--- config.mk ---
export PLATFORM = sky130hd
export DESIGN_NAME = line_follower_pd_steering_top
export DESIGN_NICKNAME = d
export VERILOG_FILES = /design/src/rtl/core/lfpd_pkg.sv /design/src/rtl/core/lfpd_lane.sv /design/src/rtl/core/lfpd_merge.sv /design/src/rtl/core/lfpd_div.sv /design/src/rtl/core/line_follower_pd_steering_top.sv
export SDC_FILE = /design/constraint.sdc
export NUM_CORES = 1
export LEC_CHECK = 0
export BUFFER_PORTS_ARGS = -buffer_cell sky130_fd_sc_hd__buf_2
export CELL_PAD_IN_SITES_DETAIL_PLACEMENT = 1
export CELL_PAD_IN_SITES_GLOBAL_PLACEMENT = 1
export CORE_ASPECT_RATIO = 1.4
export CORE_MARGIN = 1
export CORE_UTILIZATION = 43
export DETAILED_ROUTE_END_ITERATION = 8
export GPL_ROUTABILITY_DRIVEN = 0
export GPL_TIMING_DRIVEN = 0
export PLACE_DENSITY_LB_ADDON = 0.2
export SYNTH_ARGS = -nofsm -noshare
export SYNTH_HDL_FRONTEND = slang
export SYNTH_SLANG_ARGS = --single-unit
--- constraint.sdc ---
create_clock -name clk -period 3.87 [get_ports clk]
set_clock_uncertainty 0.05 [all_clocks]
set_input_delay 0.1935 -clock clk [delete_from_list [all_inputs] [get_ports clk]]
set_output_delay 0.1935 -clock clk [all_outputs]
set_load 0.02 [all_outputs]
--- src/rtl/core/lfpd_pkg.sv ---
// shared types and constants of the line follower steering block
// no dependencies; every other file of the block refers to this package
`default_nettype none

package lfpd_pkg;

    // frame geometry and field widths
    localparam int NUM_SENSORS = 6;
    localparam int SAMPLE_W    = 8;
    localparam int ERR_W       = 5;
    localparam int SUM_W       = 6;
    localparam int CNT_W       = 3;
    localparam int GAIN_W      = 4;
    localparam int DUTY_W      = 10;
    localparam int CFG_IDX_W   = 3;
    localparam int CFG_DATA_W  = 10;

    // restoring divider: one quotient bit per step over the error magnitude
    localparam int DIV_MAG_W = ERR_W;
    localparam int DIV_REM_W = CNT_W;
    localparam int DIV_STEPS = DIV_MAG_W;

    // sensor weights, leftmost first
    localparam logic signed [ERR_W-1:0] SENSOR_WEIGHT [NUM_SENSORS] =
        '{-5'sd10, -5'sd7, -5'sd5, 5'sd5, 5'sd7, 5'sd10};

    // error used when the line is lost
    localparam logic signed [ERR_W-1:0] LOST_FAR_POS = 5'sd12;
    localparam logic signed [ERR_W-1:0] LOST_FAR_NEG = -5'sd12;
    localparam logic signed [ERR_W-1:0] LOST_EDGE_POS = 5'sd7;
    localparam logic signed [ERR_W-1:0] LOST_EDGE_NEG = -5'sd7;

    // register indexes of the configuration port
    localparam logic [CFG_IDX_W-1:0] REG_DETECT_THRESHOLD = 3'd0;
    localparam logic [CFG_IDX_W-1:0] REG_PROP_GAIN        = 3'd1;
    localparam logic [CFG_IDX_W-1:0] REG_DERIV_GAIN       = 3'd2;
    localparam logic [CFG_IDX_W-1:0] REG_LEFT_BASE_DUTY   = 3'd3;
    localparam logic [CFG_IDX_W-1:0] REG_RIGHT_BASE_DUTY  = 3'd4;

    // reset values of the registers
    localparam logic [SAMPLE_W-1:0] RST_DETECT_THRESHOLD = 8'd150;
    localparam logic [GAIN_W-1:0]   RST_PROP_GAIN        = 4'd2;
    localparam logic [GAIN_W-1:0]   RST_DERIV_GAIN       = 4'd1;
    localparam logic [DUTY_W-1:0]   RST_LEFT_BASE_DUTY   = 10'd40;
    localparam logic [DUTY_W-1:0]   RST_RIGHT_BASE_DUTY  = 10'd33;

    // sequencer of the top level
    typedef enum logic [2:0] {
        ST_IDLE,
        ST_MERGE,
        ST_ERROR,
        ST_DIVIDE,
        ST_PD,
        ST_CLAMP
    } lfpd_state_t;

endpackage

`default_nettype wire

--- src/rtl/core/lfpd_lane.sv ---
// one sensor lane: threshold compare and weighted contribution
// depends on lfpd_pkg
`default_nettype none

module lfpd_lane (
    input  wire logic                                clk,
    input  wire logic                                load,
    input  wire logic [lfpd_pkg::SAMPLE_W-1:0]       sample,
    input  wire logic [lfpd_pkg::SAMPLE_W-1:0]       threshold,
    input  wire logic signed [lfpd_pkg::ERR_W-1:0]   weight,
    output logic                                     hit,
    output logic signed [lfpd_pkg::ERR_W-1:0]        contrib
);

    logic                               hit_reg;
    logic                               hit_next;
    logic signed [lfpd_pkg::ERR_W-1:0]  contrib_reg;
    logic signed [lfpd_pkg::ERR_W-1:0]  contrib_next;

    // sample strictly above threshold sees the line
    always_comb
    begin
        hit_next     = (sample > threshold);
        contrib_next = hit_next ? weight : '0;
    end

    // capture on the accepted beat
    always_ff @(posedge clk)
    begin
        if (load)
        begin
            hit_reg     <= hit_next;
            contrib_reg <= contrib_next;
        end
    end

    assign hit     = hit_reg;
    assign contrib = contrib_reg;

endmodule

`default_nettype wire

--- src/rtl/core/lfpd_merge.sv ---
// merge stage: sums the lane contributions and counts the lanes on the line
// depends on lfpd_pkg
`default_nettype none

module lfpd_merge (
    input  wire logic                                    clk,
    input  wire logic                                    load,
    input  wire logic [lfpd_pkg::NUM_SENSORS-1:0]        hits,
    input  wire logic signed [lfpd_pkg::ERR_W-1:0]       contribs [lfpd_pkg::NUM_SENSORS],
    output logic signed [lfpd_pkg::SUM_W-1:0]            sum,
    output logic [lfpd_pkg::CNT_W-1:0]                   count
);

    logic signed [lfpd_pkg::SUM_W-1:0] sum_reg;
    logic signed [lfpd_pkg::SUM_W-1:0] sum_next;
    logic [lfpd_pkg::CNT_W-1:0]        count_reg;
    logic [lfpd_pkg::CNT_W-1:0]        count_next;

    // adder chain over the six narrow lane results
    always_comb
    begin
        sum_next   = '0;
        count_next = '0;
        for (int i = 0; i < lfpd_pkg::NUM_SENSORS; i++)
        begin
            sum_next   = sum_next + lfpd_pkg::SUM_W'(contribs[i]);
            count_next = count_next + lfpd_pkg::CNT_W'(hits[i]);
        end
    end

    always_ff @(posedge clk)
    begin
        if (load)
        begin
            sum_reg   <= sum_next;
            count_reg <= count_next;
        end
    end

    assign sum   = sum_reg;
    assign count = count_reg;

endmodule

`default_nettype wire

--- src/rtl/core/lfpd_div.sv ---
// restoring divider for the centroid: signed sum over hit count,
// quotient truncated toward zero; depends on lfpd_pkg
`default_nettype none

module lfpd_div (
    input  wire logic                                  clk,
    input  wire logic                                  rst_n,
    input  wire logic                                  start,
    input  wire logic signed [lfpd_pkg::SUM_W-1:0]     dividend,
    input  wire logic [lfpd_pkg::CNT_W-1:0]            divisor,
    output logic                                       done,
    output logic signed [lfpd_pkg::ERR_W-1:0]          quotient
);

    localparam logic [lfpd_pkg::CNT_W-1:0] LAST_STEP =
        lfpd_pkg::CNT_W'(lfpd_pkg::DIV_STEPS - 1);

    logic                               busy_reg;
    logic                               busy_next;
    logic                               done_reg;
    logic                               done_next;
    logic [lfpd_pkg::CNT_W-1:0]         cnt_reg;
    logic [lfpd_pkg::CNT_W-1:0]         cnt_next;
    logic [lfpd_pkg::DIV_MAG_W-1:0]     mag_reg;
    logic [lfpd_pkg::DIV_MAG_W-1:0]     mag_next;
    logic [lfpd_pkg::DIV_REM_W-1:0]     rem_reg;
    logic [lfpd_pkg::DIV_REM_W-1:0]     rem_next;
    logic [lfpd_pkg::CNT_W-1:0]         dsor_reg;
    logic [lfpd_pkg::CNT_W-1:0]         dsor_next;
    logic                               neg_reg;
    logic                               neg_next;
    logic [lfpd_pkg::DIV_REM_W:0]       trial;
    logic                               qbit;
    logic signed [lfpd_pkg::SUM_W-1:0]  abs_dividend;

    // one restoring step per cycle, quotient bits shift in behind the dividend
    always_comb
    begin
        busy_next    = busy_reg;
        done_next    = 1'b0;
        cnt_next     = cnt_reg;
        mag_next     = mag_reg;
        rem_next     = rem_reg;
        dsor_next    = dsor_reg;
        neg_next     = neg_reg;
        abs_dividend = dividend[lfpd_pkg::SUM_W-1] ? -dividend : dividend;
        trial        = {rem_reg, mag_reg[lfpd_pkg::DIV_MAG_W-1]};
        qbit         = (trial >= {1'b0, dsor_reg});

        if (start)
        begin
            busy_next = 1'b1;
            cnt_next  = '0;
            mag_next  = abs_dividend[lfpd_pkg::DIV_MAG_W-1:0];
            rem_next  = '0;
            dsor_next = divisor;
            neg_next  = dividend[lfpd_pkg::SUM_W-1];
        end
        else if (busy_reg)
        begin
            rem_next = qbit ? lfpd_pkg::DIV_REM_W'(trial - {1'b0, dsor_reg})
                            : trial[lfpd_pkg::DIV_REM_W-1:0];
            mag_next = {mag_reg[lfpd_pkg::DIV_MAG_W-2:0], qbit};
            cnt_next = cnt_reg + 1'b1;
            if (cnt_reg == LAST_STEP)
            begin
                busy_next = 1'b0;
                done_next = 1'b1;
            end
        end
    end

    always_ff @(posedge clk or negedge rst_n)
    begin
        if (!rst_n)
        begin
            busy_reg <= 1'b0;
            done_reg <= 1'b0;
            cnt_reg  <= '0;
        end
        else
        begin
            busy_reg <= busy_next;
            done_reg <= done_next;
            cnt_reg  <= cnt_next;
        end
    end

    always_ff @(posedge clk)
    begin
        mag_reg  <= mag_next;
        rem_reg  <= rem_next;
        dsor_reg <= dsor_next;
        neg_reg  <= neg_next;
    end

    // restore the sign of the magnitude quotient
    assign done     = done_reg;
    assign quotient = neg_reg ? -$signed(mag_reg) : $signed(mag_reg);

endmodule

`default_nettype wire

--- src/rtl/core/line_follower_pd_steering_top.sv ---
// Line follower steering block: six sensor lanes with a merge stage, a serial
// divider for the centroid and a PD correction of the two motor duties.
// One frame is taken at a time. A frame in which some sensor sees the line
// goes through the merge, the error step, the five restoring steps of the
// divider, the PD step and the clamp; a frame with the line lost skips the
// divider. The next frame is taken as soon as the result is in the output
// register, even while that result waits to be taken.
// Depends on lfpd_pkg, lfpd_lane, lfpd_merge and lfpd_div.
`default_nettype none

module line_follower_pd_steering_top #(
    parameter int unsigned DUTY_MAX = 1023
) (
    input  wire logic                                   clk,
    input  wire logic                                   rst_n,

    input  wire logic                                   cfg_we,
    input  wire logic [lfpd_pkg::CFG_IDX_W-1:0]         cfg_index,
    input  wire logic [lfpd_pkg::CFG_DATA_W-1:0]        cfg_data,

    input  wire logic                                   in_valid,
    output logic                                        in_stall,
    input  wire logic [lfpd_pkg::SAMPLE_W-1:0]          sample_one,
    input  wire logic [lfpd_pkg::SAMPLE_W-1:0]          sample_two,
    input  wire logic [lfpd_pkg::SAMPLE_W-1:0]          sample_three,
    input  wire logic [lfpd_pkg::SAMPLE_W-1:0]          sample_four,
    input  wire logic [lfpd_pkg::SAMPLE_W-1:0]          sample_five,
    input  wire logic [lfpd_pkg::SAMPLE_W-1:0]          sample_six,

    output logic                                        out_valid,
    input  wire logic                                   out_stall,
    output logic [lfpd_pkg::DUTY_W-1:0]                 left_duty,
    output logic [lfpd_pkg::DUTY_W-1:0]                 right_duty,
    output logic signed [lfpd_pkg::ERR_W-1:0]           position_error,
    output logic                                        line_lost
);

    localparam int DUTY_CALC_W = 13;
    localparam int CMP_W       = 18;
    localparam logic signed [CMP_W-1:0] DUTY_MAX_S = CMP_W'(DUTY_MAX);
    localparam logic [lfpd_pkg::DUTY_W-1:0] DUTY_MAX_TRUNC =
        lfpd_pkg::DUTY_W'(DUTY_MAX);

    // configuration registers
    logic [lfpd_pkg::SAMPLE_W-1:0] threshold_reg;
    logic [lfpd_pkg::GAIN_W-1:0]   prop_gain_reg;
    logic [lfpd_pkg::GAIN_W-1:0]   deriv_gain_reg;
    logic [lfpd_pkg::DUTY_W-1:0]   left_base_reg;
    logic [lfpd_pkg::DUTY_W-1:0]   right_base_reg;

    always_ff @(posedge clk or negedge rst_n)
    begin
        if (!rst_n)
        begin
            threshold_reg  <= lfpd_pkg::RST_DETECT_THRESHOLD;
            prop_gain_reg  <= lfpd_pkg::RST_PROP_GAIN;
            deriv_gain_reg <= lfpd_pkg::RST_DERIV_GAIN;
            left_base_reg  <= lfpd_pkg::RST_LEFT_BASE_DUTY;
            right_base_reg <= lfpd_pkg::RST_RIGHT_BASE_DUTY;
        end
        else if (cfg_we)
        begin
            case (cfg_index)
                lfpd_pkg::REG_DETECT_THRESHOLD:
                    threshold_reg  <= cfg_data[lfpd_pkg::SAMPLE_W-1:0];
                lfpd_pkg::REG_PROP_GAIN:
                    prop_gain_reg  <= cfg_data[lfpd_pkg::GAIN_W-1:0];
                lfpd_pkg::REG_DERIV_GAIN:
                    deriv_gain_reg <= cfg_data[lfpd_pkg::GAIN_W-1:0];
                lfpd_pkg::REG_LEFT_BASE_DUTY:
                    left_base_reg  <= cfg_data[lfpd_pkg::DUTY_W-1:0];
                lfpd_pkg::REG_RIGHT_BASE_DUTY:
                    right_base_reg <= cfg_data[lfpd_pkg::DUTY_W-1:0];
                default:
                    ;
            endcase
        end
    end

    // sequencer and handshake
    lfpd_pkg::lfpd_state_t state_reg;
    lfpd_pkg::lfpd_state_t state_next;

    logic in_accept;
    logic out_free;
    logic merge_load;
    logic div_start;
    logic div_done;

    assign in_stall  = (state_reg != lfpd_pkg::ST_IDLE);
    assign in_accept = in_valid && !in_stall;
    assign out_free  = !out_valid || !out_stall;

    // sensor lanes
    logic [lfpd_pkg::SAMPLE_W-1:0]      samples  [lfpd_pkg::NUM_SENSORS];
    logic [lfpd_pkg::NUM_SENSORS-1:0]   hits;
    logic signed [lfpd_pkg::ERR_W-1:0]  contribs [lfpd_pkg::NUM_SENSORS];

    assign samples[0] = sample_one;
    assign samples[1] = sample_two;
    assign samples[2] = sample_three;
    assign samples[3] = sample_four;
    assign samples[4] = sample_five;
    assign samples[5] = sample_six;

    for (genvar g = 0; g < lfpd_pkg::NUM_SENSORS; g++)
    begin : g_lane
        lfpd_lane u_lane (
            .clk       (clk),
            .load      (in_accept),
            .sample    (samples[g]),
            .threshold (threshold_reg),
            .weight    (lfpd_pkg::SENSOR_WEIGHT[g]),
            .hit       (hits[g]),
            .contrib   (contribs[g])
        );
    end

    // merge of the lane results
    logic signed [lfpd_pkg::SUM_W-1:0] sum;
    logic [lfpd_pkg::CNT_W-1:0]        count;

    lfpd_merge u_merge (
        .clk      (clk),
        .load     (merge_load),
        .hits     (hits),
        .contribs (contribs),
        .sum      (sum),
        .count    (count)
    );

    // centroid division
    logic signed [lfpd_pkg::ERR_W-1:0] quotient;

    lfpd_div u_div (
        .clk      (clk),
        .rst_n    (rst_n),
        .start    (div_start),
        .dividend (sum),
        .divisor  (count),
        .done     (div_done),
        .quotient (quotient)
    );

    // error, PD products and output registers
    logic signed [lfpd_pkg::ERR_W-1:0]   err_reg;
    logic signed [lfpd_pkg::ERR_W-1:0]   err_next;
    logic                                lost_reg;
    logic                                lost_next;
    logic signed [lfpd_pkg::ERR_W-1:0]   last_error_reg;
    logic signed [lfpd_pkg::ERR_W-1:0]   last_error_next;
    logic signed [9:0]                   p_term_reg;
    logic signed [9:0]                   p_term_next;
    logic signed [10:0]                  d_term_reg;
    logic signed [10:0]                  d_term_next;
    logic signed [lfpd_pkg::ERR_W:0]     err_diff;
    logic signed [11:0]                  corr;
    logic signed [DUTY_CALC_W-1:0]       left_raw;
    logic signed [DUTY_CALC_W-1:0]       right_raw;
    logic [lfpd_pkg::DUTY_W-1:0]         left_clamped;
    logic [lfpd_pkg::DUTY_W-1:0]         right_clamped;
    logic                                out_load;

    logic                                out_valid_reg;
    logic                                out_valid_next;
    logic [lfpd_pkg::DUTY_W-1:0]         left_duty_reg;
    logic [lfpd_pkg::DUTY_W-1:0]         right_duty_reg;
    logic signed [lfpd_pkg::ERR_W-1:0]   pos_err_reg;
    logic                                line_lost_reg;

    // duty clamp to 0..DUTY_MAX, then reduced to the field width
    function automatic logic [lfpd_pkg::DUTY_W-1:0] clamp_duty(
        input logic signed [DUTY_CALC_W-1:0] v
    );
        logic signed [CMP_W-1:0] wide;
        wide = CMP_W'(v);
        if (wide < 0)
            clamp_duty = '0;
        else if (wide > DUTY_MAX_S)
            clamp_duty = DUTY_MAX_TRUNC;
        else
            clamp_duty = v[lfpd_pkg::DUTY_W-1:0];
    endfunction

    always_comb
    begin
        state_next      = state_reg;
        merge_load      = 1'b0;
        div_start       = 1'b0;
        out_load        = 1'b0;
        err_next        = err_reg;
        lost_next       = lost_reg;
        last_error_next = last_error_reg;

        err_diff    = (lfpd_pkg::ERR_W+1)'(err_reg) - (lfpd_pkg::ERR_W+1)'(last_error_reg);
        p_term_next = 10'($signed({1'b0, prop_gain_reg}) * err_reg);
        d_term_next = 11'($signed({1'b0, deriv_gain_reg}) * err_diff);

        corr      = 12'(p_term_reg) + 12'(d_term_reg);
        left_raw  = $signed({3'b000, left_base_reg}) - DUTY_CALC_W'(corr);
        right_raw = $signed({3'b000, right_base_reg}) + DUTY_CALC_W'(corr);
        left_clamped  = clamp_duty(left_raw);
        right_clamped = clamp_duty(right_raw);

        case (state_reg)
            lfpd_pkg::ST_IDLE:
            begin
                if (in_accept)
                    state_next = lfpd_pkg::ST_MERGE;
            end
            lfpd_pkg::ST_MERGE:
            begin
                merge_load = 1'b1;
                state_next = lfpd_pkg::ST_ERROR;
            end
            lfpd_pkg::ST_ERROR:
            begin
                // no sensor on the line: hold the far side where it was last seen past the edge, else zero error
                if (count == '0)
                begin
                    lost_next = 1'b1;
                    if (last_error_reg < lfpd_pkg::LOST_EDGE_NEG)
                        err_next = lfpd_pkg::LOST_FAR_NEG;
                    else if (last_error_reg > lfpd_pkg::LOST_EDGE_POS)
                        err_next = lfpd_pkg::LOST_FAR_POS;
                    else
                        err_next = '0;
                    state_next = lfpd_pkg::ST_PD;
                end
                else
                begin
                    lost_next  = 1'b0;
                    div_start  = 1'b1;
                    state_next = lfpd_pkg::ST_DIVIDE;
                end
            end
            lfpd_pkg::ST_DIVIDE:
            begin
                if (div_done)
                begin
                    err_next   = quotient;
                    state_next = lfpd_pkg::ST_PD;
                end
            end
            lfpd_pkg::ST_PD:
            begin
                state_next = lfpd_pkg::ST_CLAMP;
            end
            lfpd_pkg::ST_CLAMP:
            begin
                if (out_free)
                begin
                    out_load        = 1'b1;
                    last_error_next = err_reg;
                    state_next      = lfpd_pkg::ST_IDLE;
                end
            end
            default:
            begin
                state_next = lfpd_pkg::ST_IDLE;
            end
        endcase

        out_valid_next = out_load ? 1'b1 : (out_valid_reg && out_stall);
    end

    always_ff @(posedge clk or negedge rst_n)
    begin
        if (!rst_n)
        begin
            state_reg      <= lfpd_pkg::ST_IDLE;
            last_error_reg <= '0;
            out_valid_reg  <= 1'b0;
        end
        else
        begin
            state_reg      <= state_next;
            last_error_reg <= last_error_next;
            out_valid_reg  <= out_valid_next;
        end
    end

    // payload registers
    always_ff @(posedge clk)
    begin
        err_reg    <= err_next;
        lost_reg   <= lost_next;
        if (state_reg == lfpd_pkg::ST_PD)
        begin
            p_term_reg <= p_term_next;
            d_term_reg <= d_term_next;
        end
        if (out_load)
        begin
            left_duty_reg  <= left_clamped;
            right_duty_reg <= right_clamped;
            pos_err_reg    <= err_reg;
            line_lost_reg  <= lost_reg;
        end
    end

    assign out_valid      = out_valid_reg;
    assign left_duty      = left_duty_reg;
    assign right_duty     = right_duty_reg;
    assign position_error = pos_err_reg;
    assign line_lost      = line_lost_reg;

endmodule

`default_nettype wire

==> metrics.cfg <==
[status]
status = finished, violations left
violations = negative setup slack

[global_route]
grt_pass1_vias = 8283
antenna_found_initial = 0
grt_max_degree = 51
grt_overflow = 0
grt_first_pass_wirelength_um = 41800
gr-usage-all-layers_pct = 23.4

[die]
start_util_pct = 43.9
core_area_um2 = 22600
die_h_um = 182
boundaryPins = 94
die_w_um = 130
dieArea_um2 = 23700
core.rowCount = 65

[yosys]
synth_edf_count = 77
ys_types = 57
synth_seq_cells = 130
ys_seq_area_share_pct = 36.7
async_flop_share_pct = 38.5
synth_flop_cell = edfxtp_1
netlist_instances = 960
yosys_warnings = 0
syn_nets = 1204
avgSynthCellArea_um2 = 10.3
syn_area_um2 = 9920

[layout]
largest_reg_flops = 11
diodes = 0
fin_nets = 1354
syn_to_final_growth_pct = 23.6
drive_above_1_share_pct = 26.6

[power]
internal_power_uw = 5660
p_per_area_nw_per_um2 = 765
swShare_pct = 39.6
worst_ir_drop_vdd_v = 0.000435
clockPowerShare_pct = 18.7
combPwrFrac_pct = 57.8
switching_power_uw = 3710
seqPwrFrac_pct = 23.5
finalPower_uw = 9370
power.leakage_uw = 0.00551

[placement]
hpwl_um = 20000
io_buffers = 93
place_ws_ns = -0.593

[sta]
hold_viol_final = 0
post-route-period-util_pct = 108
slew_headroom_pct = 18.2
finalSetupViolCount = 11
tightest_slew_ns = 1.22
setup_tns_ns = -1.24
max_freq_mhz = 239
fin_ws_ns = -0.314
final_max_slew_viol_count = 0
rsz0062_at_grt = yes
post-route-min-period_ns = 4.18

[drt]
wl_per_cell_um = 18.7
drc_errors = 0
viasPerCell = 5.36
detail-route-antenna-nets = 0
drt_first_iter_violations = 287
first_pass_iters = 4
via_count = 7633
wl_um = 26600

[worst_hold_path]
hold_path.class = in -> reg

[worst_setup_path]
cp.required_ns = 4.06
arrival_ns = 4.38
start_kind = flop
slowest_stage = fa_1
r2r_setup_slack_ns = -0.31
path_class = reg -> reg
critical_path_peak_fanout = 4
endpoint_kind = flop
crit_chain = ha_1 -> nor2b_1 -> o21ai_2 -> nand2_1 -> nor2_2 -> nor2_2 -> and2_1 -> ha_1 -> inv_2 -> fa_1 -> inv_1 -> fa_1 -> ha_4 -> inv_1 -> o21bai_1 -> a21oi_4 -> o21ai_1 -> xor2_1
slowest_delay_ns = 0.48

[flow_run]
max_cap_violations = 0

[cts]
cts-root-buf = clkbuf_16
clock_latency_ns = 0.43
clockBufferDepth = 2
cts_made_buffers = 17
clock_sinks = 130
cts_tree = yes
h-tree-depth = 4
cts.clk_slew.worst_paths_ns = 0.06

[cells in the final DEF, fill, tap and decap left out, types with 11 or more instances in the layout]
| cell | n |
|---|---|
| mux2_2 | 28 |
| nand2_1 | 62 |
| buf_2 | 96 |
| a211oi_1 | 13 |
| ha_4 | 14 |
| nor2_1 | 43 |
| a21oi_2 | 16 |
| dfrtp_1 | 40 |
| a21oi_1 | 53 |
| clkbuf_16 | 17 |
| inv_1 | 103 |
| o21a_1 | 13 |
| ha_1 | 127 |
| nand2b_1 | 15 |
| buf_4 | 25 |
| nand3_1 | 15 |
| xnor2_1 | 33 |
| fa_1 | 31 |
| a21o_1 | 16 |
| xor2_1 | 11 |
| and2_1 | 25 |
| nor2b_1 | 19 |
| o21ai_0 | 44 |
| edfxtp_1 | 77 |
| inv_2 | 11 |
[through the flow]
| stage | cell area [um2] | hold WS [ns] | util (%) | std cells |
|---|---|---|---|---|
| final | 12300 | 0.0266 | 54.2 | 1424 |
| after global routing | 12300 | 0.0441 | 54.2 | 1424 |
| after CTS | 11900 | 0.0107 | 52.6 | 1410 |
| after detailed placement | 10800 | 0.366 | 47.9 | 1355 |
| after global placement | 10800 | 0.350 | 47.8 | 1354 |
| after floorplan | 9960 | -0.152 | - | 960 |
[path summary, 6_finish.rpt]
check                            start                to  cells after the start
setup / recovery            err_reg[1]     d_term_reg[9]                     18
hold / removal             cfg_data[1]  threshold_reg[1]                      3
setup reg to reg            err_reg[1]     d_term_reg[9]                     18
hold reg to reg               lost_reg         line_lost                      0
max in group asynchronous        rst_n  prop_gain_reg[2]                      2
min in group asynchronous        rst_n      state_reg[1]                      2
[power by group through the flow]
stage,logic (uW),clock network (uW),registers [uW]
floorplan,3340,0,2150
global placement,4160,0,2220
detailed placement,4380,0,2230
CTS,4990,1780,2200
global route,6070,1840,2240
finish,5420,1750,2200
[worst max-delay path: cells and delay by family (launching register included)]
family	cells	cell delay, ns
adder cells (fa/ha/maj)	5	1.83
AND/OR/NAND/NOR	5	0.59
AO/OA/AOI/OAI	4	0.72
flip-flops	1	0.45
buffers and inverters	3	0.14
XOR/XNOR	1	0.24
[metal layers]
metal / up-vias / part of all wire, % / track usage [%]
met3: 43 / 3.4 / 4.36
met4: 0 / 3.0 / 8.78
met5: - / 0 / 0
li1: 3658 / - / -
met1: 3766 / 37 / 24.1
met2: 166 / 56 / 45.5
[what timing repair did]
action | in CTS | in global routing
setup endpoints to repair | 25 | 27
resized for setup | 43 | 60
hold buffers | 6 | 0
setup buffers | 17 | 14
pin swaps | 20 | 34
endpoints found under the hold margin | 46 | 0
cloned | 0 | 0
[synthesized netlist by cell type, types with 3 or more instances]
library cell | n | share of area [%]
a211oi_1 | 14 | 1.1
a21o_1 | 16 | 1.2
a21oi_1 | 70 | 3.5
and2_1 | 27 | 1.7
buf_2 | 3 | 0.15
clkbuf_1 | 8 | 0.30
dfrtp_1 | 40 | 10
dfstp_2 | 10 | 2.6
dfxtp_1 | 3 | 0.61
edfxtp_1 | 77 | 23
fa_1 | 35 | 7.1
ha_1 | 143 | 18
inv_1 | 114 | 4.3
mux2_2 | 28 | 3.2
mux2i_1 | 6 | 0.61
nand2_1 | 65 | 2.5
nand2b_1 | 16 | 1.0
nand3_1 | 16 | 0.81
nand4_1 | 4 | 0.25
nor2_1 | 49 | 1.9
nor2b_1 | 21 | 1.3
nor3_1 | 8 | 0.40
nor3b_1 | 4 | 0.30
o211ai_1 | 3 | 0.23
o21a_1 | 13 | 0.98
o21ai_0 | 51 | 2.6
o21bai_1 | 9 | 0.68
o22ai_1 | 4 | 0.25
o31a_1 | 7 | 0.62
o31ai_1 | 6 | 0.45
or2_2 | 4 | 0.25
xnor2_1 | 40 | 3.5
xor2_1 | 15 | 1.3
[cell type report]
type | count | area (um2)
clock inverter | 11 | 175
clock buffer | 21 | 460
timing repair buffer | 131 | 796
multi-input combinational | 703 | 6330
fill | 2533 | 10400
inverter | 115 | 432
buffer | 12 | 51.3
tap | 301 | 377
sequential | 130 | 3640
[kinds of logic after synthesis]
| family | Yosys count | synth area share [%] |
|---|---|---|
| mux | 34 | 3.79 |
| xor+xnor | 55 | 4.86 |
| fa+ha+maj | 178 | 25.1 |
| compound gates | 215 | 13.8 |
| flops | 130 | 36.7 |
| buf+inv | 127 | 4.85 |
| simple gates | 221 | 10.9 |
Power figures use the tool's default switching activity.
